--- src/design/slcd_pkg.sv ---
package slcd_pkg;

  // Command codes
  localparam logic [2:0] OP_CLEAR_ALL = 3'd0;
  localparam logic [2:0] OP_SET_SEG   = 3'd1;
  localparam logic [2:0] OP_CLR_SEG   = 3'd2;
  localparam logic [2:0] OP_DIGIT     = 3'd3;
  localparam logic [2:0] OP_SHOW      = 3'd4;

  localparam int NUM_WORDS = 8;
  localparam int NUM_DIGS  = 6;

  // Input request as it arrives on the port
  typedef struct packed {
    logic [2:0]         op;
    logic [6:0]         segment;
    logic [3:0]         digit;
    logic [3:0]         position;
    logic signed [23:0] number;
  } in_t;

  // Result: whole segment memory
  typedef struct packed {
    logic [15:0] word0;
    logic [15:0] word1;
    logic [15:0] word2;
    logic [15:0] word3;
    logic [15:0] word4;
    logic [15:0] word5;
    logic [15:0] word6;
    logic [15:0] word7;
  } out_t;

  // Classified command passed from front to back
  typedef struct packed {
    logic [2:0]  op;
    logic [6:0]  segment;
    logic [3:0]  digit;
    logic [3:0]  position;
    logic        neg;
    logic [23:0] mag;
  } cmd_t;

endpackage

--- src/design/slcd_queue.sv ---
module slcd_queue
  import slcd_pkg::*;
#(
  parameter int DEPTH = 2
) (
  input  logic clk,
  input  logic rst,
  input  logic push_valid,
  output logic push_full,
  input  cmd_t push_data,
  output logic pop_valid,
  input  logic pop_ready,
  output cmd_t pop_data
);

  localparam int PTR_W = (DEPTH > 1) ? $clog2(DEPTH) : 1;
  localparam int CNT_W = $clog2(DEPTH + 1);

  cmd_t             entries [DEPTH];
  logic [PTR_W-1:0] wr_ptr;
  logic [PTR_W-1:0] rd_ptr;
  logic [CNT_W-1:0] count;

  logic do_push;
  logic do_pop;

  assign push_full = (count == CNT_W'(DEPTH));
  assign pop_valid = (count != '0);
  assign pop_data  = entries[rd_ptr];
  assign do_push   = push_valid && !push_full;
  assign do_pop    = pop_valid && pop_ready;

  // Storage, no reset needed
  always_ff @(posedge clk) begin
    if (do_push) begin
      entries[wr_ptr] <= push_data;
    end
  end

  // Pointers and fill count
  always_ff @(posedge clk) begin
    if (rst) begin
      wr_ptr <= '0;
      rd_ptr <= '0;
      count  <= '0;
    end else begin
      if (do_push) begin
        wr_ptr <= (wr_ptr == PTR_W'(DEPTH - 1)) ? '0 : wr_ptr + 1'b1;
      end
      if (do_pop) begin
        rd_ptr <= (rd_ptr == PTR_W'(DEPTH - 1)) ? '0 : rd_ptr + 1'b1;
      end
      if (do_push && !do_pop) begin
        count <= count + 1'b1;
      end else if (do_pop && !do_push) begin
        count <= count - 1'b1;
      end
    end
  end

endmodule

--- config.mk ---
export PLATFORM = sky130hd
export DESIGN_NAME = slcd_queue
export DESIGN_NICKNAME = d
export VERILOG_FILES = /design/src/design/slcd_pkg.sv /design/src/design/slcd_queue.sv
export SDC_FILE = /design/constraint.sdc
export NUM_CORES = 1
export LEC_CHECK = 0
export BUFFER_PORTS_ARGS = -buffer_cell sky130_fd_sc_hd__buf_4
export CELL_PAD_IN_SITES_DETAIL_PLACEMENT = 1
export CELL_PAD_IN_SITES_GLOBAL_PLACEMENT = 2
export CORE_AREA = 2 2 98 100
export CTS_CLUSTER_SIZE = 30
export DETAILED_ROUTE_END_ITERATION = 16
export DIE_AREA = 0 0 100 102
export PLACE_DENSITY = 0.76
export SLEW_MARGIN = 20
export SYNTH_ARGS = -nofsm -noshare
export SYNTH_HDL_FRONTEND = slang
export SYNTH_SLANG_ARGS = --single-unit
--- constraint.sdc ---
create_clock -name clk -period 2.3 [get_ports clk]
set_input_delay 0.115 -clock clk [delete_from_list [all_inputs] [get_ports clk]]
set_output_delay 0.115 -clock clk [all_outputs]
set_load 0.02 [all_outputs]
Word level (Yosys, flattened, before mapping):

Memory sizes are Yosys's and may differ from the RTL's. A register that Yosys moved wholly into a read port is not among the register bits.
Cells that the tools add are included.
Widths: inputs -> output; s select.

* flip-flop bits (word level): 4
* memory bits (writable): 86
* input port bits: 47
* output and inout port bits: 45
* logic and storage cells: 26
* memories kept: 1

Memories
* entries: depth 2, bits a word 43, read ports 1, clocked after memory_dff 1, write ports 1, RTL line slcd_queue.sv:19 `cmd_t entries [DEPTH];`

* add/subtract/negate cells: 4
* eq/ne operators: 1
* muxes and demuxes: 8
* reductions and logical operators: 9

Operator list (number)
* $mux 1: 6
* $logic_and 1x1->1: 4
* $mux 2: 2
* $reduce_bool 2->1: 2
* $logic_not 1->1: 3
* $add 1x1->1 const B: 2
* $add 2x1->2 const B: 1
* $eq 2x2->1 const B: 1
* $sub 2x1->2 const B: 1

Logic depth before layout (Yosys ltp):

* depth after elaboration: 7
* depth in mapped cells: 6

Worst setup path after synthesis:

No wires, ideal clock.

* kind: reg2reg
* from: reg count[1]
* to: mem entries[1][0] (netlist bit), enable pin
* data arrival time: 1.691 ns
* slack: 0.205 ns
* cell stages (with the launch flop): 4
* buffers on the path: 0
* clock period less this slack: 2.095 ns
* cell sequence: dfxtp_1 nor2b_2 nor2_1 and2_1

* cells in the longest elaborated chain, start to end: 5

RTL lines
* from (decl): RTL line slcd_queue.sv:22 `logic [CNT_W-1:0] count;`
* from (signal assigned): RTL line slcd_queue.sv:54 `count <= count + 1'b1;`
* from (signal assigned): RTL line slcd_queue.sv:56 `count <= count - 1'b1;`
* $eq 2x2->1: RTL line slcd_queue.sv:27 `assign push_full = (count == CNT_W'(DEPTH));`
* via push_full: RTL line slcd_queue.sv:9 `output logic push_full,`
* $logic_not 1->1: RTL line slcd_queue.sv:30 `assign do_push = push_valid && !push_full;`
* $logic_and 1x1->1: RTL line slcd_queue.sv:30
* $mux 1: RTL line slcd_queue.sv:35 `if (do_push) begin`
* $mux 1 (not written as such): RTL line slcd_queue.sv:36 `entries[wr_ptr] <= push_data;`
* to (decl): RTL line slcd_queue.sv:19

The timed path passes the listed nets, and every way through them passes these cells.

==> flow_summary.json <==
{
  "fp.dieArea_um2": 10200,
  "synth_cells": 159,
  "final.min_clock_period_ps": 1690,
  "hp-start": "push_valid",
  "critPathMaxFanout": 27,
  "grt_pass1_wl_mm": 10.1,
  "relSlewSlack": 0.750,
  "start_kind": "flip-flop",
  "drt-pass1-iter-count": 4,
  "cts_inserted_buffers": 9,
  "ctsHtreeMaxLevel": 3,
  "grt.met3_usage": 0.0328,
  "hold_ws_ps": 185,
  "core_area_um2": 9110,
  "power_density_nw_per_um2": 982,
  "worstHoldPathType": "in2reg",
  "grt_pass1_vias": 2012,
  "setup_viol": 0,
  "dpl-instance-area_um2": 4160,
  "outcome": "completed",
  "num_vias": 1904,
  "rsz0062_at_grt": "false",
  "layout-drive-gt1-share": 0.514,
  "io_buffers": 91,
  "cts_setup_buffers": 0,
  "drc": 0,
  "die_height_um": 102,
  "hold_viol": 0,
  "drt_wl_total_mm": 6.64,
  "syn_area_um2": 3310,
  "ir_worst_vdd_mv": 0.645,
  "instances_no_fill": 422,
  "r2r_slack_ps": 650,
  "grt_max_degree": 28,
  "drt-initial-drc-count": 35,
  "yosysWarnings": 0,
  "ys_seq_area_frac": 0.810,
  "worst_ep_required_time_ps": 2180,
  "cts_tree": "yes",
  "clk_path_buf_depth": 2,
  "mappedNetlistNets": 207,
  "path_class": "reg2out",
  "stdcell_area_um2": 4770,
  "avgViaCountPerCell": 4.51,
  "place.gp.congestion": 0.705,
  "start_util": 0.364,
  "fin_setup_tns_ps": 0,
  "antenna_found_initial": 0,
  "holdPathEnd": "wr_ptr",
  "reg2reg_from": "count[1]",
  "cts_root_buf": "clkbuf_8",
  "hpwl_mm": 3.95,
  "nNetsFinal": 354,
  "grt-ovfl-total": 0,
  "rows": 35,
  "wire_per_inst_um": 15.7,
  "synth-seq-cells": 91,
  "p_leak_nw": 1.80,
  "r2r_cells": 4,
  "drtAntennaViolNets": 0,
  "hold_depth": 4,
  "busiest_layer": "met2",
  "worst_slew_pin_slew_ps": 376,
  "insertion_delay_ps": 350,
  "grt_util_met1": 0.148,
  "yosys.cell_types.count": 14,
  "clk_pin_slew_worst_paths_ps": 80,
  "crit_arrival_ps": 1570,
  "max_clock_freq_ghz": 0.593,
  "fin_crit_sh": 0.734,
  "antenna_cells": 0,
  "boundaryPins": 92,
  "postLayoutCoreUtil": 0.523,
  "track_usage": 0.134,
  "drv_slew": 0,
  "avgSynthCellArea_um2": 20.8,
  "met2_usage": 0.244,
  "area_delta_synth_final_pct": 43.9,
  "dpl.cell_count": 362,
  "end_kind": "primary output",
  "fin_skew_ps": 7.41,
  "maxCapViolCount": 0,
  "clock-sinks": 91,
  "die_w_um": 100,
  "r2r-end": "entries[0][37]"
}
[Yosys cell counts]
master,number,area (µm²)
edfxtp_1,86,2580
mux2_2,43,484
buf_2,5,25.0
dfxtp_1,5,100
nor2_1,4,15.0
o21ai_0,3,15.0
xor2_1,3,26.3
a21oi_1,2,10.0
inv_1,2,7.51
or3_1,2,12.5
and2_1,1,6.26
ha_1,1,12.5
nor2b_2,1,8.76
or2_2,1,6.26
[critical path: stages (launching register included)]
cell	delay [ps]
dfxtp_2	330
buf_4	340
mux2_2	390
buf_4	160
[stage by stage]
| stage | worst slack (ps) | power [mW] |
|---|---|---|
| 4_1_cts | 571 | 4.74 |
| 3_3_place_gp | 715 | 3.72 |
| 3_5_place_dp | 654 | 3.75 |
| 6_report | 613 | 4.68 |
| 2_1_floorplan | 205 | 3.11 |
| 5_1_grt | 511 | 4.92 |
[power by group]
group | switching [mW] | total (mW) | internal [mW]
Clock | 0.535 | 0.928 | 0.393
Combinational | 0.847 | 1.61 | 0.759
Sequential | 0.0656 | 2.15 | 2.08
Total | 1.45 | 4.68 | 3.23
[per-layer routing]
layer / up-vias / part of all wire
li1: 910 / -
met1: 927 / 0.41
met2: 58 / 0.54
met3: 9 / 0.043
met4: 0 / 0.014
met5: - / 0
[worst max path at each step]
stage	start	endpoint	cells after the start
5_1_grt	flip-flop	pop_data[36]	3
4_1_cts	flip-flop	pop_data[10]	3
2_1_floorplan	count[1]	entries[1][0]	3
3_5_place_dp	count[1]	entries[0][8]	4
6_report	flip-flop	pop_data[35]	3
3_3_place_gp	count[1]	entries[0][28]	4
[cell type report]
type / count / area, µm²
well taps: 111 / 139
fillers: 893 / 4340
clock inverters: 6 / 42.5
flip-flops and latches: 91 / 2680
repair buffers: 141 / 1170
multi-input cells: 61 / 598
inverters: 2 / 7.51
clock buffers: 10 / 128
[registers in the layout, summed over array words and instances, names as in the netlist, named ones only]
| signal | count |
|---|---|
| wr_ptr | 1 |
| rd_ptr | 1 |
| entries | 86 |
| count | 2 |
[cells by family (layout without fill, tap and decap cells)]
family,after synthesis,in the layout,synth area share
compound gates,5,5,0.00755
xor+xnor,3,3,0.00793
fa+ha+maj,1,1,0.00378
buf+inv,7,159,0.00982
flops,91,91,0.810
mux,43,43,0.146
simple gates,9,9,0.0147
[cells in the final DEF, fill, tap and decap left out]
cell type,synthesis,final
xor2_1,3,3
buf_4,0,97
or2_2,1,1
clkinv_2,0,2
clkbuf_1,0,1
and2_2,0,1
clkinvlp_4,0,2
inv_1,2,1
dfxtp_2,0,1
edfxtp_1,86,86
or3_1,2,2
mux2_2,43,43
ha_1,1,1
nor2_1,4,4
a21oi_1,2,2
inv_2,0,1
clkbuf_8,0,9
o21ai_0,3,3
dlygate4sd3_1,0,44
nor2b_2,1,1
clkinv_4,0,2
dfxtp_1,5,4
[timing repair]
| action | 4_1_cts | 5_1_grt |
|---|---|---|
| hold endpoints to repair | 91 | 0 |
| hold buffers | 44 | 0 |
| gates resized for setup | 0 | 0 |
No activity file was read; power rests on OpenSTA's default activity.
