`config.mk`:
```
export PLATFORM = sky130hd
export DESIGN_NAME = slcd_front
export DESIGN_NICKNAME = d
export VERILOG_FILES = /design/src/design/slcd_pkg.sv /design/src/design/slcd_front.sv
export SDC_FILE = /design/constraint.sdc
export NUM_CORES = 1
export LEC_CHECK = 0
export BUFFER_PORTS_ARGS = -buffer_cell sky130_fd_sc_hd__buf_2
export CAP_MARGIN = 30
export CORE_MARGIN = 1
export CORE_UTILIZATION = 38
export DETAILED_ROUTE_END_ITERATION = 8
export PLACE_DENSITY_LB_ADDON = 0.1
export SLEW_MARGIN = 10
export SYNTH_ARGS = -nofsm -noshare
export SYNTH_HDL_FRONTEND = slang
export SYNTH_SLANG_ARGS = --single-unit
```
`constraint.sdc`:
```
create_clock -name vclk -period 2.55
set_clock_uncertainty 0.15 [all_clocks]
set_input_delay 0.3825 -clock vclk [all_inputs]
set_output_delay 0.3825 -clock vclk [all_outputs]
set_load 0.02 [all_outputs]
```
`src/design/slcd_pkg.sv`:
```
package slcd_pkg;

  // Command codes
  localparam logic [2:0] OP_CLEAR_ALL = 3'd0;
  localparam logic [2:0] OP_SET_SEG   = 3'd1;
  localparam logic [2:0] OP_CLR_SEG   = 3'd2;
  localparam logic [2:0] OP_DIGIT     = 3'd3;
  localparam logic [2:0] OP_SHOW      = 3'd4;

  localparam int NUM_WORDS = 8;
  localparam int NUM_DIGS  = 6;

  // Input request as it arrives on the port
  typedef struct packed {
    logic [2:0]         op;
    logic [6:0]         segment;
    logic [3:0]         digit;
    logic [3:0]         position;
    logic signed [23:0] number;
  } in_t;

  // Result: whole segment memory
  typedef struct packed {
    logic [15:0] word0;
    logic [15:0] word1;
    logic [15:0] word2;
    logic [15:0] word3;
    logic [15:0] word4;
    logic [15:0] word5;
    logic [15:0] word6;
    logic [15:0] word7;
  } out_t;

  // Classified command passed from front to back
  typedef struct packed {
    logic [2:0]  op;
    logic [6:0]  segment;
    logic [3:0]  digit;
    logic [3:0]  position;
    logic        neg;
    logic [23:0] mag;
  } cmd_t;

endpackage

```
`src/design/slcd_front.sv`:
```
module slcd_front
  import slcd_pkg::*;
(
  input  logic in_valid,
  output logic in_stall,
  input  in_t  in_data,
  output logic push_valid,
  input  logic push_full,
  output cmd_t push_data
);

  // Handshake passes straight to the queue
  assign push_valid = in_valid;
  assign in_stall   = push_full;

  // Sign and magnitude of the number for the show command
  logic        neg;
  logic [23:0] mag;
  always_comb begin
    neg = in_data.number[23];
    if (neg) begin
      mag = 24'(~in_data.number) + 24'd1;
    end else begin
      mag = in_data.number;
    end
  end

  // Build the command; fields the op does not use are zeroed
  always_comb begin
    push_data          = '0;
    push_data.op       = in_data.op;
    case (in_data.op)
      OP_SET_SEG, OP_CLR_SEG: begin
        push_data.segment = in_data.segment;
      end
      OP_DIGIT: begin
        push_data.digit    = in_data.digit;
        push_data.position = in_data.position;
      end
      OP_SHOW: begin
        push_data.neg = neg;
        push_data.mag = mag;
      end
      default: begin
      end
    endcase
  end

endmodule

```
# Yosys cells after proc, flatten, opt, wreduce, memory -nomap -nowiden
# Index checks and enable logic that the tools add are counted.
op_classes:
  n_reduce_logical: 1
  mul: 0
  bitwise_logic: 1
  add_sub_neg: 1
  n_mux: 4
  shift: 0
  n_eq_ne: 4
  n_div: 0
  n_lt_le_gt_ge: 0
op_table:
  columns: ["operator", "count"]
  rows:
  - ["$mux 25", 1]
  - ["$add 24x1->24 const B", 1]
  - ["$mux 24", 1]
  - ["$not 24->24", 1]
  - ["$mux 8", 1]
  - ["$mux 7", 1]
  - ["$eq 3x2->1 const B", 2]
  - ["$eq 3x1->1 const B", 1]
  - ["$eq 3x3->1 const B", 1]
  - ["$reduce_or 2->1", 1]
word_totals:
  reg_bits: 0
  mem_bits_ro: 0
  inputBits: 44
  ramBits: 0
  mem_count: 0
  latchBits: 0
  out_inout_bits: 45
  elab_cells: 11

# Depth between registers and ports, before layout
# Gate-level depths: netlist (run 1).
logic_depth:
  ltp_word: 4
  depth_mapped: 6

# Least setup slack after synthesis (run 1)
# Ideal clock, no wire load.
synth_timing:
  path_type: "input to output"
  startpoint: "in in_data[5] in the netlist's numbering"
  endpoint: "out push_data[23] in the netlist's numbering"
  arrival_ns: 1.898
  required_time_ns: 2.017
  n_path_buf: 1
  path_slack_ns: 0.120
  path_stages: 5
  cell_sequence: "or4_4 > buf_6 > nor3_2 > nand3_1 > nor3b_1"
synth_lines:
  columns: ["element", "line_no", "rtl"]
  rows:
  - ["start, declared", "slcd_front.sv:6", "input in_t in_data,"]
  - ["end, declared", "slcd_front.sv:9", "output cmd_t push_data"]

==> results of run 1 <==
final cells by class:
class              instances  area, µm²
multi-input cells        116      824.5
inverters                  5      18.77
well taps                 28      35.03
repair buffers            87      440.4
fillers                  211      893.4
kinds of logic after synthesis:
logic type	count (synthesis)
compound gates	21
xor+xnor	13
fa+ha+maj	1
buf+inv	16
mux	9
simple gates	72
layer usage:
metal,routed length [µm],share of wire
met5,0,0
met4,0,0
met3,176,0.071
met2,1238,0.50
met1,1067,0.43
cell usage in the layout, fill, tap and decap left out, types with 2 or more instances in the layout:
cell type   n
a21oi_1     3
a31oi_1     5
and2_1     16
buf_2      85
buf_4       2
inv_1       4
mux2i_1     9
nand2_1    13
nand2b_1    7
nor2_1     20
nor3_1      2
nor3_4      2
o21ai_0     3
o31ai_1     3
o41ai_2     4
or3_1       4
or4_1       2
xor2_1     12
power breakdown:
part           leakage, nW  total (mW)  internal [mW]  switching, mW
sequential               0           0              0              0
combinational        0.747       0.187         0.0781          0.109
clock                    0           0              0              0
total                0.747       0.187         0.0781          0.109
final timing paths:
check,start,end,slack (ps),cells after the start
worst max-delay path,in_data[7],push_data[22],100,6
worst min-delay path,push_full,in_stall,620,0
timing repair:
item,4_1_cts,5_1_grt
endpoints found under the setup margin,0,6
setup buffers,0,0
gates resized for setup,0,3
stage by stage:
step / total power, mW / area, µm² / utilization / cells / setup slack (ps)
after floorplan: 0.1163 / 885.9 / - / 132 / 120.0
after global placement: 0.1832 / 1297 / 0.5865 / 236 / 98.25
after detailed placement: 0.1856 / 1297 / 0.5865 / 236 / 43.30
after CTS: 0.1867 / 1297 / 0.5865 / 236 / 41.78
after global routing: 0.2065 / 1319 / 0.5962 / 236 / -2.725
final: 0.1875 / 1319 / 0.5962 / 236 / 103.6
==> results_dict.tcl, run 1 <==
set metrics [dict create \
    syn_inst 132 \
    use_met3 0.01212 \
    ys_seq_area_frac 0 \
    antenna_found_initial 0 \
    crit_slowest_cell "or3_1" \
    wl_um 2482 \
    worstPathRequired_ps 2020 \
    nets 255 \
    arrival_ps 1910 \
    setup_viol 0 \
    hp-class "input pin to output port" \
    synth_nets 177 \
    postRouteAntennaNets 0 \
    place_congestion 0.8085 \
    whs_ps 615.0 \
    antenna_cells 0 \
    synth_top_family_by_area "simple AND/OR/NAND/NOR gates" \
    ys_types 33 \
    synthTopCellsByCount "nor2_1, and2_1, nand2_1" \
    dr.pass1.iters 4 \
    cpPeakStageDelay_ps 550 \
    avgSynthCellArea_um2 6.711 \
    vias 1168 \
    path_cells "buf_2 > or3_1 > nor3_4 > a31oi_1 > mux2i_1 > buf_2" \
    grt_max_degree 17 \
    yosys.area_share.simple 0.4548 \
    cp_num_buf_inv 2 \
    finalSetupTns_ps 0 \
    yosysWarnings 0 \
    start_util 0.4005 \
    peakVddDrop_mv 0.08178 \
    grt_pass1_wl_um 3905 \
    grt-ovfl-total 0 \
    die_width_um 50.28 \
    synthTopCellsByArea "xor2_1, and2_1, mux2i_1" \
    final-seq-area_um2 0 \
    seq_cell_count 0 \
    cpLargestDelayFamily "simple AND/OR/NAND/NOR gates" \
    met2_usage 0.3489 \
    critPathMostFrequentCell "buf_2" \
    syn-cell-area_um2 885.9 \
    port_buffers 85 \
    dr.first_iter.drc_count 9 \
    final_max_slew_viol_count 0 \
    die-area_um2 2528 \
    num_rows 17 \
    grt_pass1_vias 928 \
    syn_to_final_growth_pct 48.87 \
    coreArea_um2 2212 \
    synth_adder_area_share 0.01412 \
    synth-compound-area-share 0.2020 \
    synth_top_area_cell "xor2_1" \
    clockBufferCount 0 \
    wl_per_cell_um 10.52 \
    post-route-min-period_ps 2446 \
    postCtsHoldBufs 0 \
    grt_busiest_layer "met2" \
    synth_top_area_frac 0.1186 \
    powerDensity_nw_per_um2 142.2 \
    synth_xor_area_frac 0.1285 \
    fin_crit_sh 0.9594 \
    maxCapViolCount 0 \
    synthMuxAreaShare 0.1017 \
    outcome "finished, final reports clean" \
    viasPerCell 4.949 \
    cp-end-kind "output port" \
    yosysMostFrequentCell "nor2_1" \
    p_leak_nw 0.7474 \
    startpoint_type "input pin" \
    drc 0 \
    relSlewSlack 0.7063 \
    drive_above_1_share 0.4712 \
    track_usage 0.1844 \
    detailed_place_hpwl_um 2065 \
    max_freq_ghz 0.4088 \
    rsz0062_at_grt "yes" \
    worstMarginPinSlew_ps 437.2 \
    finalHoldViolations 0 \
    crit_fanout 7 \
    critPathKind "input pin to output port" \
    die_h_um 50.28 \
    io_pins 89 \
    met1_usage 0.2334 \
]
No activity file was read; power rests on OpenSTA's default activity.
==> run 2, diff against run 1 <==
--- a/config.mk
+++ b/config.mk
@@ -8,7 +8,7 @@
 export BUFFER_PORTS_ARGS = -buffer_cell sky130_fd_sc_hd__buf_2
 export CAP_MARGIN = 30
 export CORE_MARGIN = 1
-export CORE_UTILIZATION = 38
+export CORE_UTILIZATION = 27
 export DETAILED_ROUTE_END_ITERATION = 8
 export PLACE_DENSITY_LB_ADDON = 0.1
 export SLEW_MARGIN = 10
==> run 2 against run 1 <==
Setup slack got worse by 26 ps. Final area grew 3.1%. Wire length up 7.6%. Combinational power increased by 2%. Sequential cell count unchanged. Utilization fell by 15 points. Via count up 0.43%. Critical path depth did not move. First-iteration DRC count increased by 100%. Cell count is 7.6% higher. Power grew 1.9%. Critical path type unchanged. Critical endpoint is now push_data[10].
==> results_dict.tcl, run 2 (synthesized netlist as in run 1, its figures left out) <==
set metrics [dict create \
    outcome "finished, final reports clean" \
    num_rows 20 \
    nFillCells 349 \
    seq_cell_count 0 \
    grt-ovfl-total 0 \
    drive_above_1_share 0.4810 \
    worstPathRequired_ps 2020 \
    worstMarginPinSlew_ps 478.1 \
    vias 1173 \
    antenna_found_initial 0 \
    detailed_place_hpwl_um 2191 \
    post-route-util 0.4419 \
    grt_max_degree 17 \
    p_leak_nw 0.7546 \
    cts_resized 0 \
    hold_depth 0 \
    p_seq_frac 0 \
    die_h_um 59.28 \
    pwr-share-clk 0 \
    final-seq-area_um2 0 \
    syn_to_final_growth_pct 53.53 \
    grt_pass1_vias 949 \
    setup_viol 0 \
    placedInstanceArea_um2 1325 \
    drc 0 \
    p_total_mw 0.1910 \
    whs_ps 615.0 \
    clockBufferCount 0 \
    multi_input_area_um2 838.3 \
    powerDensity_nw_per_um2 140.4 \
    postRouteAntennaNets 0 \
    wl_per_cell_um 10.51 \
    place_ws_ps 22.61 \
    postCtsSetupBuffers 0 \
    p_switching_mw 0.1112 \
    dp_cells 253 \
    maxCapViolCount 0 \
    relSlewSlack 0.6805 \
    finalHoldViolations 0 \
    track_usage 0.1400 \
    final_common_cell "buf_2" \
    grt_pass1_wl_um 4064 \
    place_congestion 0.7544 \
    arrival_ps 1940 \
    finalInstanceArea_um2 1360 \
    die_width_um 59.28 \
    postCtsHoldBufs 0 \
    crit_fanout 5 \
    dr.pass1.iters 4 \
    start_util 0.2878 \
    fin_crit_sh 0.9695 \
    antenna_cells 0 \
    post-route-min-period_ps 2472 \
    nets 257 \
    hp-class "input pin to output port" \
    port_buffers 85 \
    finalSetupTns_ps 0 \
    cp-end-kind "output port" \
    peakVddDrop_mv 0.03719 \
    viasPerCell 4.618 \
    final_cell_count_no_fill 254 \
    fin_ws_ps 77.85 \
    rsz0062_at_grt "yes" \
    startpoint_type "input pin" \
    max_freq_ghz 0.4045 \
    die-area_um2 3514 \
    dr.first_iter.drc_count 18 \
    power_frac_comb 1.000 \
    layout_common_cells "buf_2, nor2_1, and2_1" \
    final_max_slew_viol_count 0 \
    coreArea_um2 3078 \
    io_pins 89 \
    critPathKind "input pin to output port" \
    p_int_mw 0.07977 \
    switching_share 0.5823 \
    wl_um 2670 \
]
run 2: changes by cell type in the layout (fill, tap and decap cells not counted), sizes merged:
cell / previous run / this run
or4: 3 / 4
buf: 87 / 88
run 2: path summary, 6_finish.rpt:
check                      start            end  slack (ps)
worst max-delay path  in_data[6]  push_data[10]          80
worst min-delay path    in_valid     push_valid         620
run 2: layout make-up:
class | count | area share
Tap cell | 44 | 0.04048
Timing Repair Buffer | 88 | 0.3293
Inverter | 5 | 0.01380
Multi-Input combinational cell | 117 | 0.6164
run 2: critical path, stage by stage:
cell and delay, ps:
buf_2 120, or4_2 750, o31ai_1 300, xor2_1 170
nor2_1 50, buf_2 170
run 2: routing by layer:
layer | vias to the layer above | GRT usage | wire length, µm
li1 | 612 | - | -
met1 | 513 | 0.1929 | 1289
met2 | 46 | 0.2536 | 1208
met3 | 2 | 0.004367 | 170
met4 | 0 | 0.003401 | 2
met5 | - | 0 | 0
run 2: power groups by stage:
stage	logic, mW	clock network (mW)	registers [mW]
floorplan	0.116	0	0
global placement	0.185	0	0
detailed placement	0.187	0	0
CTS	0.188	0	0
global route	0.210	0	0
finish	0.191	0	0
